[config.mk]
export PLATFORM = sky130hd
export DESIGN_NAME = websocket_frame_deframer_unmask
export DESIGN_NICKNAME = d
export VERILOG_FILES = /design/src/dfu_pkg.sv /design/src/websocket_frame_deframer_unmask.sv /design/src/dfu_front.sv /design/src/dfu_queue.sv /design/src/dfu_back.sv
export SDC_FILE = /design/constraint.sdc
export NUM_CORES = 1
export LEC_CHECK = 0
export BUFFER_PORTS_ARGS = -buffer_cell sky130_fd_sc_hd__buf_2
export CAP_MARGIN = 40
export CELL_PAD_IN_SITES_DETAIL_PLACEMENT = 1
export CELL_PAD_IN_SITES_GLOBAL_PLACEMENT = 2
export CORE_ASPECT_RATIO = 1.1
export CORE_MARGIN = 5
export CORE_UTILIZATION = 43
export CTS_BUF_LIST = sky130_fd_sc_hd__clkbuf_4
export DETAILED_ROUTE_END_ITERATION = 16
export GPL_TIMING_DRIVEN = 0
export PLACE_DENSITY = 0.8
export SLEW_MARGIN = 20
export SYNTH_ARGS = -nofsm -noshare
export SYNTH_HDL_FRONTEND = slang
export SYNTH_SLANG_ARGS = --single-unit
[constraint.sdc]
create_clock -name clock -period 4.45 [get_ports clock]
set_input_delay 0.2225 -clock clock [delete_from_list [all_inputs] [get_ports clock]]
set_output_delay 0.2225 -clock clock [all_outputs]
set_load 0.1 [all_outputs]
[src/dfu_pkg.sv]
package dfu_pkg;

   localparam int DFU_QUEUE_DEPTH = 4;

   localparam logic [3:0] OP_TEXT   = 4'h1;
   localparam logic [3:0] OP_BINARY = 4'h2;
   localparam logic [3:0] OP_CLOSE  = 4'h8;

   localparam logic [6:0] LEN_MAX_SHORT = 7'd125;
   localparam logic [6:0] LEN_EXT64     = 7'd127;

   localparam logic [3:0] EXT16_BYTES = 4'd2;
   localparam logic [3:0] EXT64_BYTES = 4'd8;
   localparam logic [3:0] KEY_BYTES   = 4'd4;

   localparam logic [1:0] EV_PAYLOAD = 2'd0;
   localparam logic [1:0] EV_EMPTY   = 2'd1;
   localparam logic [1:0] EV_BADOP   = 2'd2;
   localparam logic [1:0] EV_TRUNC   = 2'd3;

   typedef enum logic [2:0] {
      PH_HDR0    = 3'd0,
      PH_HDR1    = 3'd1,
      PH_EXTLEN  = 3'd2,
      PH_MASK    = 3'd3,
      PH_PAYLOAD = 3'd4,
      PH_SKIP    = 3'd5,
      PH_DONE    = 3'd6
   } phase_type;

   typedef struct packed {
      logic [7:0] rx_byte;
      logic       rx_last;
   } req_type;

   typedef struct packed {
      logic [7:0] payload_byte;
      logic [1:0] event_res;
      logic [3:0] frame_opcode_out;
      logic       frame_fin_out;
      logic       last_of_frame;
   } rsp_type;

   // one classified result waiting for the back end
   typedef struct packed {
      logic [7:0] raw_byte;
      logic [7:0] key_byte;
      logic [1:0] event_res;
      logic [3:0] opcode;
      logic       fin;
      logic       last;
   } entry_type;

   typedef struct packed {
      logic full;
      logic empty;
   } q_status_type;

endpackage

[src/websocket_frame_deframer_unmask.sv]
// channel  dir  handshake              payload
// req      in   req_valid/req_ready    req_data   (rx_byte, rx_last)
// rsp      out  rsp_valid/rsp_ready    rsp_data   (payload_byte, event_res, opcode, fin, last)
//
// One byte accepted per clock while the queue has room; results are queued, then registered.
// The header parser retires a byte every cycle; the result queue
// (QUEUE_DEPTH entries) absorbs rsp stalls, req_ready drops only when it is full.
// Synchronous active-high reset returns the parser to the first header byte
// and empties the queue and output register.
module websocket_frame_deframer_unmask
   import dfu_pkg::*;
#(
   parameter int QUEUE_DEPTH = DFU_QUEUE_DEPTH
)
(
   input  logic    clock,
   input  logic    reset,
   input  logic    req_valid,
   output logic    req_ready,
   input  req_type req_data,
   output logic    rsp_valid,
   input  logic    rsp_ready,
   output rsp_type rsp_data
);

   q_status_type q_status;
   logic         push;
   entry_type    push_data;
   logic         pop;
   entry_type    head;

   dfu_front u_front (
      .clock     (clock),
      .reset     (reset),
      .req_valid (req_valid),
      .req_ready (req_ready),
      .req_data  (req_data),
      .q_status  (q_status),
      .push      (push),
      .push_data (push_data)
   );

   dfu_queue #(
      .DEPTH (QUEUE_DEPTH)
   ) u_queue (
      .clock     (clock),
      .reset     (reset),
      .push      (push),
      .push_data (push_data),
      .pop       (pop),
      .head      (head),
      .status    (q_status)
   );

   dfu_back u_back (
      .clock     (clock),
      .reset     (reset),
      .head      (head),
      .q_status  (q_status),
      .pop       (pop),
      .rsp_valid (rsp_valid),
      .rsp_ready (rsp_ready),
      .rsp_data  (rsp_data)
   );

endmodule

[src/dfu_front.sv]
module dfu_front
   import dfu_pkg::*;
(
   input  logic         clock,
   input  logic         reset,
   input  logic         req_valid,
   output logic         req_ready,
   input  req_type      req_data,
   input  q_status_type q_status,
   output logic         push,
   output entry_type    push_data
);

   phase_type   phase_ff, phase_in;
   logic [3:0]  cnt_ff, cnt_in;
   logic        long_ff, long_in;
   logic [63:0] rem_ff, rem_in;
   logic [31:0] key_ff, key_in;
   logic [1:0]  idx_ff, idx_in;
   logic [3:0]  opcode_ff, opcode_in;
   logic        fin_ff, fin_in;
   logic        masked_ff, masked_in;

   logic       accept;
   logic [7:0] b;
   logic [3:0] cnt_inc;
   logic       op_ok;
   logic       short_len;
   logic       ext_done;
   logic       mask_done;
   logic       rem_one;
   logic       ext_zero;
   logic [7:0] key_sel;
   logic       open_frame;

   assign req_ready = !q_status.full;
   assign accept    = req_valid && req_ready;
   assign b         = req_data.rx_byte;
   assign cnt_inc   = cnt_ff + 4'd1;
   assign op_ok     = (b[3:0] == OP_TEXT) || (b[3:0] == OP_BINARY) || (b[3:0] == OP_CLOSE);
   assign short_len = b[6:0] <= LEN_MAX_SHORT;
   assign ext_done  = cnt_inc == (long_ff ? EXT64_BYTES : EXT16_BYTES);
   assign mask_done = cnt_inc >= KEY_BYTES;
   assign rem_one   = rem_ff == 64'd1;
   assign ext_zero  = {rem_ff[55:0], b} == 64'd0;

   always_comb begin
      unique case (idx_ff)
         2'd0: key_sel = key_ff[31:24];
         2'd1: key_sel = key_ff[23:16];
         2'd2: key_sel = key_ff[15:8];
         2'd3: key_sel = key_ff[7:0];
         default: key_sel = key_ff[7:0];
      endcase
   end

   // next parse phase before rx_last is applied
   always_comb begin
      phase_in = phase_ff;
      unique case (phase_ff)
         PH_HDR0: begin
            phase_in = op_ok ? PH_HDR1 : PH_SKIP;
         end
         PH_HDR1: begin
            if (!short_len) begin
               phase_in = PH_EXTLEN;
            end else if (b[7]) begin
               phase_in = PH_MASK;
            end else begin
               phase_in = (b[6:0] == 7'd0) ? PH_DONE : PH_PAYLOAD;
            end
         end
         PH_EXTLEN: begin
            if (ext_done) begin
               if (masked_ff) begin
                  phase_in = PH_MASK;
               end else begin
                  phase_in = ext_zero ? PH_DONE : PH_PAYLOAD;
               end
            end
         end
         PH_MASK: begin
            if (mask_done) begin
               phase_in = (rem_ff == 64'd0) ? PH_DONE : PH_PAYLOAD;
            end
         end
         PH_PAYLOAD: begin
            if (rem_one) begin
               phase_in = PH_DONE;
            end
         end
         PH_SKIP, PH_DONE: begin
            phase_in = phase_ff;
         end
         default: phase_in = phase_ff;
      endcase
   end

   // header fields, counters and the classified result
   always_comb begin
      cnt_in    = cnt_ff;
      long_in   = long_ff;
      rem_in    = rem_ff;
      key_in    = key_ff;
      idx_in    = idx_ff;
      opcode_in = opcode_ff;
      fin_in    = fin_ff;
      masked_in = masked_ff;
      push      = 1'b0;
      push_data = '0;
      unique case (phase_ff)
         PH_HDR0: begin
            fin_in    = b[7];
            opcode_in = b[3:0];
            masked_in = 1'b0;
            cnt_in    = 4'd0;
            long_in   = 1'b0;
            rem_in    = 64'd0;
            key_in    = 32'd0;
            idx_in    = 2'd0;
            if (!op_ok) begin
               push                = 1'b1;
               push_data.event_res = EV_BADOP;
            end
         end
         PH_HDR1: begin
            masked_in = b[7];
            cnt_in    = 4'd0;
            if (short_len) begin
               rem_in = {57'd0, b[6:0]};
               if (!b[7]) begin
                  idx_in = 2'd0;
                  if (b[6:0] == 7'd0) begin
                     push                = 1'b1;
                     push_data.event_res = EV_EMPTY;
                  end
               end
            end else begin
               long_in = b[6:0] == LEN_EXT64;
               rem_in  = 64'd0;
            end
         end
         PH_EXTLEN: begin
            rem_in = {rem_ff[55:0], b};
            cnt_in = cnt_inc;
            if (ext_done) begin
               cnt_in = 4'd0;
               if (!masked_ff) begin
                  idx_in = 2'd0;
                  if (ext_zero) begin
                     push                = 1'b1;
                     push_data.event_res = EV_EMPTY;
                  end
               end
            end
         end
         PH_MASK: begin
            key_in = {key_ff[23:0], b};
            cnt_in = cnt_inc;
            if (mask_done) begin
               idx_in = 2'd0;
               if (rem_ff == 64'd0) begin
                  push                = 1'b1;
                  push_data.event_res = EV_EMPTY;
               end
            end
         end
         PH_PAYLOAD: begin
            push                = 1'b1;
            push_data.event_res = EV_PAYLOAD;
            push_data.raw_byte  = b;
            push_data.key_byte  = masked_ff ? key_sel : 8'd0;
            idx_in              = idx_ff + 2'd1;
            rem_in              = rem_ff - 64'd1;
         end
         PH_SKIP, PH_DONE: begin
            push = 1'b0;
         end
         default: push = 1'b0;
      endcase

      open_frame = (phase_in == PH_HDR1) || (phase_in == PH_EXTLEN) ||
                   (phase_in == PH_MASK) || (phase_in == PH_PAYLOAD);
      if (req_data.rx_last && open_frame) begin
         // truncation keeps the byte only when it was a payload transfer
         if (!(push && push_data.event_res == EV_PAYLOAD)) begin
            push_data.raw_byte = 8'd0;
            push_data.key_byte = 8'd0;
         end
         push                = 1'b1;
         push_data.event_res = EV_TRUNC;
      end
      push_data.opcode = opcode_in;
      push_data.fin    = fin_in;
      push_data.last   = (push_data.event_res != EV_PAYLOAD) || (phase_in == PH_DONE);
      push             = push && accept;
   end

   always_ff @(posedge clock) begin
      if (reset) begin
         phase_ff  <= PH_HDR0;
         cnt_ff    <= 4'd0;
         long_ff   <= 1'b0;
         rem_ff    <= 64'd0;
         key_ff    <= 32'd0;
         idx_ff    <= 2'd0;
         opcode_ff <= 4'd0;
         fin_ff    <= 1'b0;
         masked_ff <= 1'b0;
      end else if (accept) begin
         phase_ff  <= req_data.rx_last ? PH_HDR0 : phase_in;
         cnt_ff    <= cnt_in;
         long_ff   <= long_in;
         rem_ff    <= rem_in;
         key_ff    <= key_in;
         idx_ff    <= idx_in;
         opcode_ff <= opcode_in;
         fin_ff    <= fin_in;
         masked_ff <= masked_in;
      end
   end

   a_payload_nonzero: assert property (@(posedge clock) disable iff (reset)
      phase_ff == PH_PAYLOAD |-> rem_ff != 64'd0)
      else $error("payload phase with nothing remaining");

   a_last_restarts: assert property (@(posedge clock) disable iff (reset)
      accept && req_data.rx_last |=> phase_ff == PH_HDR0)
      else $error("rx_last did not return parser to first header byte");

endmodule

[src/dfu_queue.sv]
module dfu_queue
   import dfu_pkg::*;
#(
   parameter int DEPTH = DFU_QUEUE_DEPTH
)
(
   input  logic         clock,
   input  logic         reset,
   input  logic         push,
   input  entry_type    push_data,
   input  logic         pop,
   output entry_type    head,
   output q_status_type status
);

   localparam int PTR_W = (DEPTH > 1) ? $clog2(DEPTH) : 1;
   localparam int CNT_W = $clog2(DEPTH + 1);

   entry_type          mem_ff [DEPTH];
   logic [PTR_W-1:0]   wr_ptr_ff, wr_ptr_in;
   logic [PTR_W-1:0]   rd_ptr_ff, rd_ptr_in;
   logic [CNT_W-1:0]   count_ff, count_in;

   function automatic logic [PTR_W-1:0] ptr_next(input logic [PTR_W-1:0] p);
      return (p == PTR_W'(DEPTH - 1)) ? '0 : p + 1'b1;
   endfunction

   assign status.full  = count_ff == CNT_W'(DEPTH);
   assign status.empty = count_ff == '0;
   assign head         = mem_ff[rd_ptr_ff];

   always_comb begin
      wr_ptr_in = push ? ptr_next(wr_ptr_ff) : wr_ptr_ff;
      rd_ptr_in = pop ? ptr_next(rd_ptr_ff) : rd_ptr_ff;
      count_in  = count_ff + CNT_W'(push) - CNT_W'(pop);
   end

   always_ff @(posedge clock) begin
      if (reset) begin
         wr_ptr_ff <= '0;
         rd_ptr_ff <= '0;
         count_ff  <= '0;
      end else begin
         wr_ptr_ff <= wr_ptr_in;
         rd_ptr_ff <= rd_ptr_in;
         count_ff  <= count_in;
      end
   end

   always_ff @(posedge clock) begin
      if (push) begin
         mem_ff[wr_ptr_ff] <= push_data;
      end
   end

   a_no_overflow: assert property (@(posedge clock) disable iff (reset)
      !(push && status.full))
      else $error("transfer into full queue");

   a_no_underflow: assert property (@(posedge clock) disable iff (reset)
      !(pop && status.empty))
      else $error("pop from empty queue");

endmodule

[src/dfu_back.sv]
module dfu_back
   import dfu_pkg::*;
(
   input  logic         clock,
   input  logic         reset,
   input  entry_type    head,
   input  q_status_type q_status,
   output logic         pop,
   output logic         rsp_valid,
   input  logic         rsp_ready,
   output rsp_type      rsp_data
);

   logic    valid_ff, valid_in;
   rsp_type rsp_ff, rsp_in;

   assign pop = !q_status.empty && (!valid_ff || rsp_ready);

   always_comb begin
      rsp_in.payload_byte     = head.raw_byte ^ head.key_byte;
      rsp_in.event_res        = head.event_res;
      rsp_in.frame_opcode_out = head.opcode;
      rsp_in.frame_fin_out    = head.fin;
      rsp_in.last_of_frame    = head.last;
      valid_in = pop ? 1'b1 : (valid_ff && !rsp_ready);
   end

   always_ff @(posedge clock) begin
      if (reset) begin
         valid_ff <= 1'b0;
      end else begin
         valid_ff <= valid_in;
      end
   end

   always_ff @(posedge clock) begin
      if (pop) begin
         rsp_ff <= rsp_in;
      end
   end

   assign rsp_valid = valid_ff;
   assign rsp_data  = rsp_ff;

endmodule
==> impl_results.md, run 1 <==
* Iteration-0 DRC Markers at 575
* Detailed-placement wirelength estimate at ~22000 um
* Setup repair after global routing missed its margin: no
* Max Root-Sink Buffers at 3
* Total wirelength of the detailed-routed design at around 32000 um
* Total power at 6.99 mW
* Clock latency reported for the late side of the worst-skew pair at 0.73 ns
* Number of endpoints failing setup at the final stage at 0
* Max capacitance violation total at 0
* Final non-filler cell total at around 1600
* Final RePlAce weighted congestion at between 0.8 and 0.9
* TritonCTS clock tree: yes
* Post-Syn Area at roughly 0.011 mm^2
* Kind of end point of the critical path: register
* Largest driver fanout on the critical path at 24
* Internal power at between 4 and 5 mW
* Die area at 0.0291 mm^2
* Portion of the clock cycle consumed by the worst path in the final layout at 0.879
* ANT nets after route at 0
* Proportion of power drawn by the clock network at 0.261
* Sequential-to-total area share from yosys stat at 0.523
* Hold Vio Cnt, Final at 0
* Root buffer cell: clkbuf_4
* Number of standard-cell rows in the floorplan at slightly above 60
* Outcome: complete, no violations
* Total of flip-flops plus latches after synthesis at 234
* Maximum number of pins on one net before global-route repair at 25
* Total of warnings raised by yosys at 0
* Cell Count Post-Placement at roughly 1400
* Number of vias per cell at ~5.6
* Data required, critical path at 4.79 ns
* Arrival time at the worst endpoint at 4.25 ns
* Power density of the placed cells at between 500 and 600 mW/mm^2
* Post-layout min period at 3.91 ns
* Crit path buf inv count at 0
* Category of the worst setup path launch point: register
* Maximum level of the CTS H-tree at 2
* Master of the slowest instance on the critical path: and2_2
* Remaining DRCs at 0
* Setup_tns at 0 ns
* Number of iterations in the first detailed-routing pass at 6
* Worst min-delay path class: input port to register
* GR Util All Layers at 0.221
* Leading cell types in the layout, fill and taps excluded: nor2_1 (134), dfxtp_1 (122), edfxtp_1 (112), clkbuf_4 (86), a22oi_1 (80)
* Fraction of final layout cells sized beyond drive strength 1 at 0.142
* VDD IR-drop max at 0.000417 V
* Core Box Area at roughly 0.025 mm^2
* Hold WS at around 0.083 ns
* Die height at around 180 um
* Number of nets at the end of the flow at ~1200
* DP Area at between 0.01 and 0.015 mm^2
* Worst rel slew slack at 0.444
* Class of the most critical setup path: register to register
* Number of pins exceeding their max-slew limit in the final report at 0
* Top-Level Pins at 31
* Ys async rst share at 0
* Count of unique library cells instantiated by Yosys at 66
* Total nets after synthesis at between 1000 and 1500
* Primary flip-flop cell chosen by synthesis mapping: dfxtp_1
* Clock buffers created by TritonCTS at roughly 60
* Hold bufs inserted after CTS at 7
* Leftover overflow at the end of global routing at 0
* Wire length of the first global-routing pass at roughly 50000 um
* Setup Buffers After CTS at 0
* Initial core utilization at 0.438
* Comb power frac at 0.355
* Synthesized netlist cell count at roughly 1100
* Layout area overhead at 13.3%
* Switching share of total power at 0.394
* Number of global-route vias before repair at ~9300
* Leakage power total at approximately 4.5 nW
* Cell chain of the critical path: ha_1 > or3b_2 > a21boi_0 > o21ai_0 > o32ai_1 > a211oi_1 > a211oi_2 > and2_2
* Routed via count at between 8000 and 9000
* Mean instance size in the synthesized netlist at around 10 um^2
* Wirelength per Cell at slightly above 20 um
* Worst-margin pin slew at 0.831 ns
* PostCTS Resize Cnt at 0
* Post-route design area at about 0.013 mm^2
* Gate family responsible for the most delay along the worst path: compound AO/OA/AOI/OAI gates
* PortBufs at 26
* Width of the die at between 150 and 200 um
* Share of total power in sequential cells at 0.384
* Clock Sinks at around 230
* Number of antenna violations at the first check in global routing at 1
* Fmax at between 200 and 300 MHz
* Delay of the slowest critical-path stage at around 0.70 ns
* Worst Clk Skew at 0.0501 ns
* Clock slew at reported path FFs at around 0.060 ns
* Switching power at around 2.8 mW
* Count of flip-flops with a built-in enable after synthesis at between 100 and 150
* Most common library cell in the layout ignoring fill and taps: nor2_1
registers in the layout, summed over array words and instances (netlist names), named ones only:
signal	count
u_queue.rd_ptr_ff	2
u_queue.mem_ff	96
u_back.rsp_data	16
u_front.long_ff	1
u_front.rem_ff	64
u_front.idx_ff	2
u_front.key_ff	32
u_front.fin_ff	1
u_front.cnt_ff	4
u_back.rsp_valid	1
u_queue.wr_ptr_ff	2
u_queue.count_ff	3
u_front.opcode_ff	4
u_front.phase_ff	3
u_front.masked_ff	1
stage by stage:
stage	utilization	setup slack [ns]
final	0.496	0.538
after global routing	0.496	0.210
after CTS	0.495	0.495
after detailed placement	0.462	0.503
after global placement	0.460	0.128
after floorplan	-	1.03
kinds of logic (layout without fill, tap and decap cells):
kind of cell,Yosys count,after routing,synth area share
XOR/XNOR,82,82,0.0647
AND/OR/NAND/NOR,367,367,0.165
flip-flops,234,234,0.523
multiplexers,25,25,0.0413
AO/OA/AOI/OAI,247,247,0.152
buffers and inverters,101,254,0.0350
other,0,1,0
adder cells (fa/ha/maj),16,16,0.0187
cells in the mapped netlist (10+ instances only):
library cell,count,area share
o22ai_1,10,0.0056
a22oi_1,80,0.054
nor2_1,134,0.045
nand3_1,15,0.0068
inv_1,23,0.0078
ha_1,15,0.017
mux4_2,16,0.032
clkbuf_1,69,0.023
nor3_1,28,0.013
o21ai_0,47,0.021
nor4_1,23,0.013
a21oi_1,47,0.021
xnor2_1,31,0.024
a222oi_1,19,0.017
nand2_1,76,0.026
dfxtp_1,122,0.22
and2_1,16,0.0090
edfxtp_1,112,0.30
xor2_1,51,0.040
worst register-to-register path, delay by kind of cell (launching register included):
kind	cells	cell delay, ns
AO/OA/AOI/OAI	5	1.65
adder cells (fa/ha/maj)	1	0.37
flip-flops	1	0.36
AND/OR/NAND/NOR	2	1.15
metal layers:
layer / wire length, um / vias up / track usage
met5: 0 / - / 0
met4: 851 / 0 / 0.0772
met3: 1140 / 69 / 0.0344
met2: 16200 / 173 / 0.399
met1: 13600 / 4372 / 0.268
li1: - / 4226 / -
final timing paths:
| path | startpoint | to | slack (ns) | cells after the start |
|---|---|---|---|---|
| worst min-delay path | req_data[1] | u_front.key_ff[0] | 0.08 | 3 |
| worst min register to register | u_front.opcode_ff[0] | u_front.opcode_ff[0] | 0.46 | 2 |
| worst max-delay path | u_front.cnt_ff[0] | u_queue.mem_ff[1][15] | 0.54 | 8 |
| worst max register to register | u_front.cnt_ff[0] | u_queue.mem_ff[1][15] | 0.54 | 8 |
power by group through the flow:
stage	clock network [mW]	logic, mW	registers [mW]
floorplan	0	1.34	3.29
global placement	0	2.41	2.71
detailed placement	0	2.49	2.73
CTS	1.89	2.51	2.69
global route	2.01	2.68	2.71
finish	1.82	2.48	2.68
final cells by class:
class                           count  area [um^2]
Antenna cell                        1         2.50
Inverter                           23         86.3
Tap cell                          346          433
Sequential cell                   234         5810
Multi-Input combinational cell    737         4920
Clock buffer                       86          646
Buffer                             78          302
Clock inverter                     28          120
Timing Repair Buffer               39          250
Fill cell                        2928        12800
Note: power is estimated with default switching activity, not from simulation.
==> run 2, diff against run 1 <==
--- a/config.mk
+++ b/config.mk
@@ -15,7 +15,7 @@
 export CTS_BUF_LIST = sky130_fd_sc_hd__clkbuf_4
 export DETAILED_ROUTE_END_ITERATION = 16
 export GPL_TIMING_DRIVEN = 0
-export PLACE_DENSITY = 0.8
+export PLACE_DENSITY_LB_ADDON = 0.3
 export SLEW_MARGIN = 20
 export SYNTH_ARGS = -nofsm -noshare
 export SYNTH_HDL_FRONTEND = slang
==> impl_results.md, run 2 (synthesis gave the netlist of run 1 again) <==
* Clock slew at reported path FFs at roughly 0.07 ns
* Most common library cell in the layout ignoring fill and taps: nor2_1
* Category of the worst setup path launch point: register
* Clock buffers created by TritonCTS at 59
* Portion of the clock cycle consumed by the worst path in the final layout at 0.896
* Number of iterations in the first detailed-routing pass at 5
* Largest driver fanout on the critical path at 24
* Final RePlAce weighted congestion at ~0.85
* Number of pins exceeding their max-slew limit in the final report at 0
* DRT met1 WL at roughly 13000 um
* Worst rel slew slack at 0.424
* Leading cell types in the layout, fill and taps excluded: nor2_1 (134), dfxtp_1 (122), edfxtp_1 (112), clkbuf_4 (89), a22oi_1 (80)
* Number of endpoints failing setup at the final stage at 0
* Worst Reg2Reg Path Length in Cells at 8
* End of the worst register-to-register path: u_queue.mem_ff[1][22]
* Worst-margin pin slew at between 0.8 and 0.9 ns
* Max capacitance violation total at 0
* Worst r2r src: u_front.cnt_ff[0]
* Outcome: complete, no violations
* Power density of the placed cells at between 500 and 600 mW/mm^2
* Iteration-0 DRC Markers at roughly 630
* Number of vias per cell at 5.66
* R2r setup slk at ~0.46 ns
* Number of global-route vias before repair at 9217
* Leftover overflow at the end of global routing at 0
* Maximum number of pins on one net before global-route repair at 25
* Worst Clk Skew at about 0.05 ns
* Maximum level of the CTS H-tree at 2
* Registers with the highest flip-flop counts: u_queue.mem_ff (96), u_front.rem_ff (64), u_front.key_ff (32)
* Core Box Area at 0.0253 mm^2
* Cell Count Post-Placement at about 1400
* Number of antenna violations at the first check in global routing at 1
* Max FFs per register at 96
* Wire length on met2 at around 16000 um
* Width of the die at about 160 um
* Initial core utilization at 0.438
* Setup_tns at 0 ns
* Detailed-placement wirelength estimate at around 22000 um
* Max Root-Sink Buffers at 3
* Wirelength per Cell at a little under 20 um
* Top layer in use: met4
* Leakage power total at 4.45 nW
* Wire length on met3 at 1330 um
* Source of the critical timing path: u_front.cnt_ff[0]
* Critical path capture point: u_queue.mem_ff[1][22]
* Data required, critical path at ~4.7 ns
* Fraction of final layout cells sized beyond drive strength 1 at 0.142
* Routed via count at between 8000 and 9000
* PostCTS Resize Cnt at 0
* Remaining DRCs at 0
* Number of standard-cell rows in the floorplan at a little over 60
* Total wirelength of the detailed-routed design at a little over 30000 um
* Worst min-delay path class: input port to register
* ANT nets after route at 0
* VDD IR-drop max at ~0.00034 V
* Fmax at about 250 MHz
* Clock Sinks at between 200 and 250
* Hold Vio Cnt, Final at 0
* Reg with most FFs: u_queue.mem_ff
* TritonCTS clock tree: yes
* PortBufs at 26
* Final non-filler cell total at around 1600
* Die area at approximately 0.029 mm^2
* Setup repair after global routing missed its margin: no
* Kind of end point of the critical path: register
* Wire length of the first global-routing pass at 50300 um
* Class of the most critical setup path: register to register
* GR Util All Layers at 0.216
* Arrival time at the worst endpoint at between 4 and 5 ns
* Root buffer cell: clkbuf_4
* Number of nets at the end of the flow at 1201
* Post-layout min period at around 4.0 ns
* Die height at 178 um
* Hold WS at 0.108 ns
* Top-Level Pins at 31
* Layout area overhead at 13.1%
* Clock latency reported for the late side of the worst-skew pair at 0.68 ns
==> run 2: worst min-delay path by stage <==
stage | startpoint | end | slack (ns) | depth (start not counted)
finish | req_data[4] | u_front.opcode_ff[3] | 0.11 | 3
global route | req_data[4] | u_front.opcode_ff[3] | 0.09 | 3
CTS | req_data[4] | u_front.opcode_ff[3] | 0.1 | 3
detailed placement | u_front.opcode_ff[0] | u_front.opcode_ff[0] | 0.45 | 2
global placement | u_front.opcode_ff[2] | u_front.opcode_ff[2] | 0.44 | 2
floorplan | req_data[3] | u_front.key_ff[2] | 0.38 | 2
==> run 2: stage by stage <==
stage / total power [mW] / utilization / setup WS [ns] / instance area [um^2]
final: 6.93 / 0.495 / 0.465 / 12500
after global routing: 7.34 / 0.495 / 0.153 / 12500
after global placement: 5.12 / 0.460 / 0.109 / 11700
after CTS: 7.01 / 0.495 / 0.439 / 12500
after detailed placement: 5.20 / 0.462 / 0.489 / 11700
after floorplan: 4.63 / - / 1.03 / 11100
==> run 2: worst max-delay path, stage by stage (launching register included) <==
cell	delay (ns)
dfxtp_1	0.38
ha_1	0.39
or3b_2	0.46
a21boi_0	0.33
o21ai_0	0.25
o32ai_1	0.41
a211oi_1	0.15
a211oi_2	0.50
and2_2	0.71
==> run 2: power breakdown <==
group	internal, mW	switching, mW	total [mW]
clock network	0.917	0.869	1.79
logic	0.764	1.69	2.46
registers	2.57	0.110	2.68
==> run 2: routing by layer <==
metal,vias up,track usage
met1,4407,0.260
met5,-,0
li1,4220,-
met2,205,0.396
met4,0,0.0608
met3,55,0.0358
==> run 2: layout make-up <==
class,count,area (um^2)
fillers,2901,12800
flip-flops and latches,234,5810
multi-input cells,737,4920
clock buffers,89,668
well taps,346,433
plain buffers,78,302
repair buffers,39,239
clock inverters,22,92.6
inverters,23,86.3
diodes,1,2.50
==> run 2: timing repair <==
item	in CTS	in global routing
hold buffers	7	0
setup endpoints to repair	0	0
endpoints found under the hold margin	11	0
buffers inserted	0	0
==> run 3, diff against run 2 <==
--- a/config.mk
+++ b/config.mk
@@ -9,7 +9,7 @@
 export CAP_MARGIN = 40
 export CELL_PAD_IN_SITES_DETAIL_PLACEMENT = 1
 export CELL_PAD_IN_SITES_GLOBAL_PLACEMENT = 2
-export CORE_ASPECT_RATIO = 1.1
+export CORE_ASPECT_RATIO = 0.5
 export CORE_MARGIN = 5
 export CORE_UTILIZATION = 43
 export CTS_BUF_LIST = sky130_fd_sc_hd__clkbuf_4
==> impl_results.md, run 3 (synthesis gave the netlist of run 1 again) <==
* ANT nets after route at 0
* Delay of the slowest critical-path stage at 0.62 ns
* Iteration-0 DRC Markers at roughly 800
* Setup repair after global routing missed its margin: no
* Min-Delay Path Depth at 3
* Leakage power total at 4.43 nW
* Layout area overhead at 12.7%
* Fraction of final layout cells sized beyond drive strength 1 at 0.140
* Data required, critical path at 4.84 ns
* Clock buffers created by TritonCTS at between 50 and 60
* Number of endpoints failing setup at the final stage at 0
* Width of the die at 237 um
* Maximum number of pins on one net before global-route repair at 25
* Share of the core filled with cells at 0.495
* PortBufs at 26
* Leading cell types in the layout, fill and taps excluded: nor2_1 (134), dfxtp_1 (122), edfxtp_1 (112), clkbuf_4 (86), a22oi_1 (80)
* Cell Count Post-Placement at 1445
* Reg with most FFs: u_queue.mem_ff
* Portion of the clock cycle consumed by the worst path in the final layout at 0.902
* TritonCTS clock tree: yes
* Setup Buffers After CTS at 0
* Kind of end point of the critical path: register
* Clock Sinks at 234
* Top-Level Pins at 31
* Worst Clk Skew at ~0.074 ns
* Cell chain of the critical path: nor3_1 > nand3_1 > nor4_2 > and3_1 > a211oi_1 > a211oi_2 > and2_1 > buf_8
* Arrival time at the worst endpoint at approximately 4.4 ns
* Wirelength per Cell at approximately 21 um
* Number of antenna violations at the first check in global routing at 1
* Power density of the placed cells at roughly 560 mW/mm^2
* Setup_tns at 0 ns
* Remaining DRCs at 0
* Clock slew at reported path FFs at roughly 0.07 ns
* Number of nets at the end of the flow at 1197
* Slack of the critical path at about 0.44 ns
* Class of the most critical setup path: register to register
* Category of the worst setup path launch point: register
* Max FFs per register at 96
* Number of pins exceeding their max-slew limit in the final report at 0
* Most common library cell in the layout ignoring fill and taps: nor2_1
* GR Util All Layers at 0.221
* Total wirelength of the detailed-routed design at approximately 32000 um
* Maximum level of the CTS H-tree at 2
* Worst min-delay path class: input port to register
* Leftover overflow at the end of global routing at 0
* Wire length of the first global-routing pass at just over 50000 um
* Number of iterations in the first detailed-routing pass at 8
* Fmax at between 200 and 250 MHz
* Worst rel slew slack at 0.414
* Initial core utilization at 0.439
* Worst Reg2Reg Path Length in Cells at 8
* Number of global-route vias before repair at roughly 9400
* Routed via count at approximately 9000
* Die area at just under 0.03 mm^2
* DP Area at around 0.012 mm^2
* Outcome: complete, no violations
* Total power at about 7 mW
* Die height at roughly 120 um
* Post-route design area at around 0.013 mm^2
* Setup Slack @ Placement at approximately 0.48 ns
* Number of vias per cell at roughly 5.8
* Max capacitance violation total at 0
* Final non-filler cell total at 1551
* Hold Vio Cnt, Final at 0
* Max Root-Sink Buffers at 3
* VDD IR-drop max at roughly 0.00023 V
* Largest driver fanout on the critical path at 16
* Hold WS at ~0.09 ns
* Clock latency reported for the late side of the worst-skew pair at ~0.74 ns
* Detailed-placement wirelength estimate at between 20000 and 25000 um
* Root buffer cell: clkbuf_4
* Registers with the highest flip-flop counts: u_queue.mem_ff (96), u_front.rem_ff (64), u_front.key_ff (32)
* Post-layout min period at 4.01 ns
* Final RePlAce weighted congestion at slightly below 0.9
* Number of standard-cell rows in the floorplan at between 40 and 50
* Worst-margin pin slew at a little under 0.9 ns
* Core Box Area at around 0.025 mm^2
* Master of the slowest instance on the critical path: nor3_1
run 3: power breakdown:
| part | switching, mW | total (mW) | leakage (nW) | internal (mW) |
|---|---|---|---|---|
| Sequential | 0.112 | 2.68 | 2.01 | 2.57 |
| Combinational | 1.74 | 2.50 | 2.00 | 0.763 |
| Clock | 0.881 | 1.81 | 0.424 | 0.927 |
run 3: path summary, 6_finish.rpt:
kind | slack (ns) | from | to
setup / recovery | 0.44 | u_front.rem_ff[30] | u_queue.mem_ff[3][5]
setup reg to reg | 0.44 | u_front.rem_ff[30] | u_queue.mem_ff[3][5]
hold reg to reg | 0.46 | u_front.opcode_ff[3] | u_front.opcode_ff[3]
hold / removal | 0.09 | req_data[2] | u_front.key_ff[1]
run 3: repair_timing:
item	4_1_cts	5_1_grt
hold buffers	8	0
gates resized for setup	0	0
endpoints found under the hold margin	28	0
run 3: layout make-up:
type	count	area, um^2
diodes	1	2.50
plain buffers	78	302
clock buffers	86	646
clock inverters	8	61.3
fillers	2831	12800
inverters	23	86.3
multi-input cells	737	4920
flip-flops and latches	234	5810
well taps	344	430
repair buffers	40	259
run 3: metal layers:
metal | track usage | vias up | share of wire
li1 | - | 4189 | -
met1 | 0.297 | 4557 | 0.46
met2 | 0.370 | 236 | 0.47
met3 | 0.0482 | 46 | 0.051
met4 | 0.0548 | 0 | 0.016
met5 | 0 | - | 0
run 3: critical path: cells and delay by family, from the launching register on:
family | cells | cell delay (ns)
simple gates | 5 | 2.45
compound gates | 2 | 0.60
flops | 1 | 0.37
buf+inv | 1 | 0.24
